`src/lagrange_fractional_resampler_assert.svh`:
```
// Assertion macros for the resampler RTL.
// Included by lfr_ctrl, which checks its own control sequencing.
`ifndef LAGRANGE_FRACTIONAL_RESAMPLER_ASSERT_SVH
`define LAGRANGE_FRACTIONAL_RESAMPLER_ASSERT_SVH

// Same-cycle implication, held off during reset.
`define LFR_ASSERT_IMPLY(label, clk, rstn, ante, cons) \
    label: assert property (@(posedge clk) disable iff (!(rstn)) (ante) |-> (cons)) \
        else $error("resampler check failed");

// Next-cycle implication, held off during reset.
`define LFR_ASSERT_NEXT(label, clk, rstn, ante, cons) \
    label: assert property (@(posedge clk) disable iff (!(rstn)) (ante) |=> (cons)) \
        else $error("resampler sequencing check failed");

`endif

```
`src/lfr_pkg.sv`:
```
// Shared types and constants for the Lagrange fractional resampler.
// No dependencies.
`timescale 1ns / 1ps
package lfr_pkg;

    localparam int CFG_WIDTH    = 22;
    localparam int GAIN_WIDTH   = 16;
    localparam int GAIN_SHIFT   = 14;
    localparam int MAX_RESULTS  = 32;
    localparam int CNT_WIDTH    = 6;

    localparam logic [CFG_WIDTH-1:0]  RATIO_RESET = 22'd65536;
    localparam logic [GAIN_WIDTH-1:0] GAIN_RESET  = 16'd16384;

    localparam logic REG_STEP_RATIO  = 1'b0;
    localparam logic REG_OUTPUT_GAIN = 1'b1;

    localparam logic [2:0] LAST_TAP = 3'd4;

    typedef enum logic [3:0] {
        ST_IDLE,
        ST_CHECK,
        ST_SETUP,
        ST_PROD,
        ST_DIVM,
        ST_DIVC,
        ST_MAC,
        ST_ROUND,
        ST_GAIN,
        ST_SAT
    } lfr_state_t;

    typedef struct packed {
        logic       load;
        logic       step;
        logic       setup;
        logic       prod;
        logic       divm;
        logic       divc;
        logic       mac;
        logic       round;
        logic       gain;
        logic       emit;
        logic [2:0] j;
        logic [2:0] k;
    } lfr_cmd_t;

    typedef struct packed {
        logic pass_thru;
        logic step_due;
        logic out_free;
        logic last;
    } lfr_status_t;

endpackage

```
`src/lfr_ctrl.sv`:
```
// Sequencer of the resampler: walks outputs, basis terms and factors.
// Depends on lfr_pkg and the assertion macro header.
`timescale 1ns / 1ps
`include "lagrange_fractional_resampler_assert.svh"
module lfr_ctrl
    import lfr_pkg::*;
(
    input  logic        aclk,
    input  logic        aresetn,
    input  logic        s_valid,
    output logic        s_ready,
    input  lfr_status_t status,
    output lfr_cmd_t    cmd
);

    lfr_state_t state_reg, state_next;
    logic [2:0] j_reg, j_next;
    logic [2:0] k_reg, k_next;

    always_ff @(posedge aclk) begin
        if (!aresetn) begin
            state_reg <= ST_IDLE;
            j_reg     <= '0;
            k_reg     <= '0;
        end else begin
            state_reg <= state_next;
            j_reg     <= j_next;
            k_reg     <= k_next;
        end
    end

    always_comb begin
        state_next = state_reg;
        j_next     = j_reg;
        k_next     = k_reg;
        cmd        = '0;
        cmd.j      = j_reg;
        cmd.k      = k_reg;
        s_ready    = 1'b0;
        case (state_reg)
            ST_IDLE: begin
                s_ready = 1'b1;
                if (s_valid) begin
                    cmd.load   = 1'b1;
                    state_next = status.pass_thru ? ST_GAIN : ST_CHECK;
                end
            end
            ST_CHECK: begin
                if (status.step_due) begin
                    cmd.step   = 1'b1;
                    state_next = ST_SETUP;
                end else begin
                    state_next = ST_IDLE;
                end
            end
            ST_SETUP: begin
                cmd.setup  = 1'b1;
                j_next     = '0;
                k_next     = '0;
                state_next = ST_PROD;
            end
            ST_PROD: begin
                cmd.prod = (j_reg != k_reg);
                if (j_reg == LAST_TAP) begin
                    j_next     = '0;
                    state_next = ST_DIVM;
                end else begin
                    j_next = j_reg + 3'd1;
                end
            end
            ST_DIVM: begin
                cmd.divm   = 1'b1;
                state_next = ST_DIVC;
            end
            ST_DIVC: begin
                cmd.divc   = 1'b1;
                state_next = ST_MAC;
            end
            ST_MAC: begin
                cmd.mac = 1'b1;
                if (k_reg == LAST_TAP) begin
                    k_next     = '0;
                    state_next = ST_ROUND;
                end else begin
                    k_next     = k_reg + 3'd1;
                    state_next = ST_PROD;
                end
            end
            ST_ROUND: begin
                cmd.round  = 1'b1;
                state_next = ST_GAIN;
            end
            ST_GAIN: begin
                cmd.gain   = 1'b1;
                state_next = ST_SAT;
            end
            ST_SAT: begin
                // hold until the output register is free
                if (status.out_free) begin
                    cmd.emit   = 1'b1;
                    state_next = status.last ? ST_IDLE : ST_CHECK;
                end
            end
            default: begin
                state_next = ST_IDLE;
            end
        endcase
    end

    `LFR_ASSERT_NEXT(a_last_to_idle, aclk, aresetn, (state_reg == ST_SAT && status.out_free && status.last), (state_reg == ST_IDLE))
    `LFR_ASSERT_IMPLY(a_tap_range, aclk, aresetn, (state_reg == ST_PROD), (j_reg <= LAST_TAP && k_reg <= LAST_TAP))
    `LFR_ASSERT_NEXT(a_mac_done, aclk, aresetn, (state_reg == ST_MAC && k_reg == LAST_TAP), (state_reg == ST_ROUND))

endmodule

```
`config.mk`:
```
export PLATFORM = sky130hd
export DESIGN_NAME = lfr_ctrl
export DESIGN_NICKNAME = d
export VERILOG_FILES = /design/src/lfr_pkg.sv /design/src/lfr_ctrl.sv
export VERILOG_INCLUDE_DIRS = /design/src /design/src/src
export SDC_FILE = /design/constraint.sdc
export NUM_CORES = 1
export LEC_CHECK = 0
export ABC_AREA = 1
export BUFFER_PORTS_ARGS = -buffer_cell sky130_fd_sc_hd__buf_2
export CAP_MARGIN = 20
export CORE_ASPECT_RATIO = 1.25
export CORE_MARGIN = 4
export CORE_UTILIZATION = 28
export DETAILED_ROUTE_END_ITERATION = 8
export PLACE_DENSITY = 0.53
export SYNTH_ARGS = -nofsm -noshare
export SYNTH_HDL_FRONTEND = slang
export SYNTH_SLANG_ARGS = --single-unit
```
`constraint.sdc`:
```
create_clock -name aclk -period 4 [get_ports aclk]
set_clock_uncertainty 0.15 [all_clocks]
set_input_delay 0.2 -clock aclk [delete_from_list [all_inputs] [get_ports aclk]]
set_output_delay 0.2 -clock aclk [all_outputs]
set_load 0.01 [all_outputs]
```
### Word-level counts from Yosys, hierarchy flattened

Cells that the tools add are included.

| word-level totals | value |
|---|---|
| output and inout port bits | 17 |
| register bits after elaboration | 10 |
| bits of input ports | 7 |

| operators by class | value |
|---|---|
| add/subtract/negate cells | 2 |
| eq/ne operators | 15 |
| reduce and logical (&&, ||, !) cells | 4 |
| muxes and demuxes | 26 |

Operator list:

| cell | count |
|---|---|
| $pmux W4 S10 | 1 |
| $eq A4 B3 Y1 const B | 4 |
| $mux W4 | 4 |
| $mux W1 | 15 |
| $pmux W3 S2 | 2 |
| $mux W3 | 3 |
| $eq A4 B2 Y1 const B | 2 |
| $eq A4 B4 Y1 const B | 2 |
| $add A3 B1 Y3 const B | 2 |
| $eq A3 B3 Y1 const B | 2 |
| $ne A2 B2 Y1 const B | 3 |
| $eq A4 B1 Y1 const B | 1 |
| $logic_not A4 Y1 | 1 |
| $reduce_bool A2 Y1 | 2 |
| $ne A3 B3 Y1 | 1 |
| $reduce_and A3 Y1 | 1 |
| $mux W2 | 1 |

### Longest topological paths before layout

| logic depth | value |
|---|---|
| depth after elaboration | 3 |
| gate-level depth with buffers | 8 |

### Least setup slack after synthesis

OpenSTA, ideal clock, no wires.

| timing path | value |
|---|---|
| kind | flip-flop to flip-flop |
| start | reg j_reg[0] |
| end | reg state_reg[0] |
| path buffers | 0 |
| arrival time | 1.113 ns |
| required time | 3.730 ns |
| library setup time | 0.120 ns |
| slack | 2.617 ns |
| stages on the path, launching flop included | 9 |
| path through | dfxtp_1 inv_1 ha_1 nand2_1 nand3_2 nand2_1 nor2_1 nand2_1 a21oi_2 |

| between the ends | value |
|---|---|
| word-level cells in the longest chain between the ends | 3 |

RTL lines:

| item | RTL line | RTL |
|---|---|---|
| start, declared | lfr_ctrl.sv:17 | `logic [2:0] j_reg, j_next;` |
| start signal, assigned | lfr_ctrl.sv:27 | `j_reg <= j_next;` |
| $eq A3 B3 Y1 | lfr_ctrl.sv:64 | `if (j_reg == LAST_TAP) begin` |
| $ne A2 B2 Y1 (no source line) | - |  |
| $reduce_and A3 Y1 (no source line) | - |  |
| end signal, assigned | lfr_ctrl.sv:26 | `state_reg <= state_next;` |
| end, declared | lfr_ctrl.sv:16 | `lfr_state_t state_reg, state_next;` |

Every way passes these cells.
A chain may end at the register's enable or synchronous reset.

==> metrics.csv <==
stage;metric;value;unit
clock_network;post_cts_buffers;0;
setup_path;critPathMaxFanout;4;
pwr;cellLeakagePower;0.500;nW
finish;final_area;872;µm²
setup_path;critPathTopFamily;flip-flops;
outcome;status;finished clean;
place;dp_hpwl;1390;µm
floorplanning;die_area;3290;µm²
sta;slew_viol_final;0;
synthesis;synthTopCellsByCount;27 x nand2_1, 21 x inv_1, 10 x dfxtp_1, 10 x nor2_1, 7 x a21oi_1;
routing;wl_per_cell;10.2;µm
synthesis;synth.top_cell.area_share;0.294;
synthesis;synth_cells;106;
synthesis;synthTopCellsByArea;dfxtp_1 29%, nand2_1 15%, inv_1 12%;
global_route;grt.total_usage;0.111;
floorplanning;rows;19;
setup_path;worstPathRequired;3.65;ns
synthesis;syn_nets;117;
finish;diodes;0;
routing;vias_per_cell;4.32;
routing;route.detailed.drc;0;
job;drv_cap;0;
setup_path;crit_arrival;1.29;ns
setup_path;slowest_delay;0.43;ns
finish;largest_reg_flops;4;
clock_network;cts_made_buffers;3;
clock_network;clock_path_buffers;2;
global_route;gr-total-overflow;0;
routing;firstDrtPassIters;4;
synthesis;yosysMostFrequentCell;nand2_1;
finish;area_growth_syn_to_layout;27.9;%
finish;fin_util;0.386;
sta;hold_viol_final;0;
setup_path;slowest_stage;dfxtp_1;
synthesis;synth_top_flop_cell;dfxtp_1;
global_route;grt_pass1_wl;2810;µm
synthesis;synth_edf_count;0;
clock_network;post_cts_resized;0;
pwr;powerDensity;355;nW/µm²
routing;drt_wl_total;1670;µm
synthesis;synth_cell_types;20;
sta;final.setup.tns;0;ns
floorplanning;die_w;52.1;µm
routing;drtIter0Drc;5;
sta;tightest_slew;0.242;ns
sta;fin_crit_sh;0.410;
global_route;antenna_found_initial;0;
finish;multiInputGateArea;395;µm²
clock_network;root_buffer;clkbuf_4;
floorplanning;initial_core_util;0.302;
synthesis;synth_area;682;µm²
place;postPlaceCellArea;836;µm²
floorplanning;io_pins;24;
global_route;grt_pass1_vias;668;
clock_network;cts.sinks;10;
setup_path;crit_buf_inv;3;
sta;finalSetupViolations;0;
clock_network;clk_pin_slew_worst_paths;0.07;ns
clock_network;h-tree-depth;1;
synthesis;synth_largest_area_cell;dfxtp_1;
sta;min_period;1.64;ns
setup_path;crit_path_end_kind;primary output;
finish;final_layout_size_suffix_gt1_frac;0.263;
routing;ant_nets;0;
synthesis;synth-seq-cells;10;
routing;vias;709;
synthesis;syn_avg_cell_area;6.43;µm²
finish;regArea;200;µm²
worst_hold_path;hold_class;in2reg;
synthesis;yosysWarnings;0;
sta;holdWs;0.0190;ns
pwr;peakVddDrop;0.000192;V
clock_network;cts_tree;built;
sta;fmax;610;MHz
sta;rsz0062_at_grt;false;
global_route;grt_max_degree;9;
setup_path;path_common_cell;inv_1;
clock_network;clock_latency;0.26;ns
pwr;finalPower;0.310;mW
clock_network;cts_hold_buf;0;
sta;max_slew_margin;0.838;
floorplanning;core_area;2260;µm²
setup_path;cp-start-kind;flip-flop;
finish;num-nets-final;145;
place;gp_congestion;0.774;
synthesis;async_flop_share;0;
finish;fillers;250;
setup_path;critPathKind;reg2out;
floorplanning;die_h;63.2;µm
synthesis;yosysSeqAreaShare;0.294;
setup_path;crit_chain;inv_1 > nor2_2 > nand2_1 > inv_1 > buf_2;
place;port_buffers;23;
[cells in the final DEF, fill, tap and decap left out, drive strengths merged]
cell type | synthesis | final
buf | 0 | 23
a21oi | 8 | 8
nand4 | 3 | 3
nor4 | 1 | 1
a31oi | 1 | 1
o21ai | 3 | 3
xnor2 | 3 | 3
nand3 | 6 | 6
nor2 | 14 | 14
ha | 4 | 4
inv | 23 | 23
clkbuf | 0 | 4
xor2 | 2 | 2
nand2 | 27 | 27
o211ai | 1 | 1
dfxtp | 10 | 10
[logic make-up after synthesis]
kind of cell | after synthesis | share of synthesized area
AO/OA/AOI/OAI | 13 | 0.106
XOR/XNOR | 5 | 0.0642
adder cells (fa/ha/maj) | 4 | 0.0734
buffers and inverters | 23 | 0.127
flip-flops | 10 | 0.294
AND/OR/NAND/NOR | 51 | 0.336
[layer usage]
layer,up-vias,part of all wire,GRT usage
li1,386,-,-
met1,293,0.46,0.142
met2,28,0.45,0.170
met3,2,0.085,0.0165
met4,0,0.011,0.0671
met5,-,0,0
[per-stage QoR]
step	cells	worst slack (ns)
after floorplan	106	2.62
after global placement	160	2.63
after detailed placement	160	2.57
after CTS	164	2.34
after global routing	164	2.24
final	164	2.36
[where the power goes]
part           total, mW  switching (mW)  leakage (nW)  internal (mW)
Sequential         0.118          0.0108        0.0810          0.107
Clock             0.0908          0.0355        0.0210         0.0552
Combinational      0.101          0.0652         0.398         0.0362
Total              0.310           0.111         0.500          0.198
[path summary, 6_finish.rpt]
check                from            to  slack [ns]  depth (start not counted)
max          state_reg[2]        cmd[9]        2.36                          5
max reg2reg      j_reg[1]  state_reg[0]        2.55                          8
min               aresetn  state_reg[1]        0.02                          3
min reg2reg      k_reg[1]      k_reg[1]        0.39                          2
[final cells by class]
cell class	count	area share
inverter	23	0.0990
sequential	10	0.230
clock buffer	4	0.0416
tap	31	0.0445
timing repair buffer	23	0.132
multi-input combinational	73	0.453
[worst register-to-register path, delay by kind of cell (launching register included)]
kind                     cells  cell delay (ns)
adder cells (fa/ha/maj)      1             0.17
AND/OR/NAND/NOR              5             0.47
buffers and inverters        1             0.07
flip-flops                   1             0.42
AO/OA/AOI/OAI                1             0.05
Power figures use the tool's default switching activity.
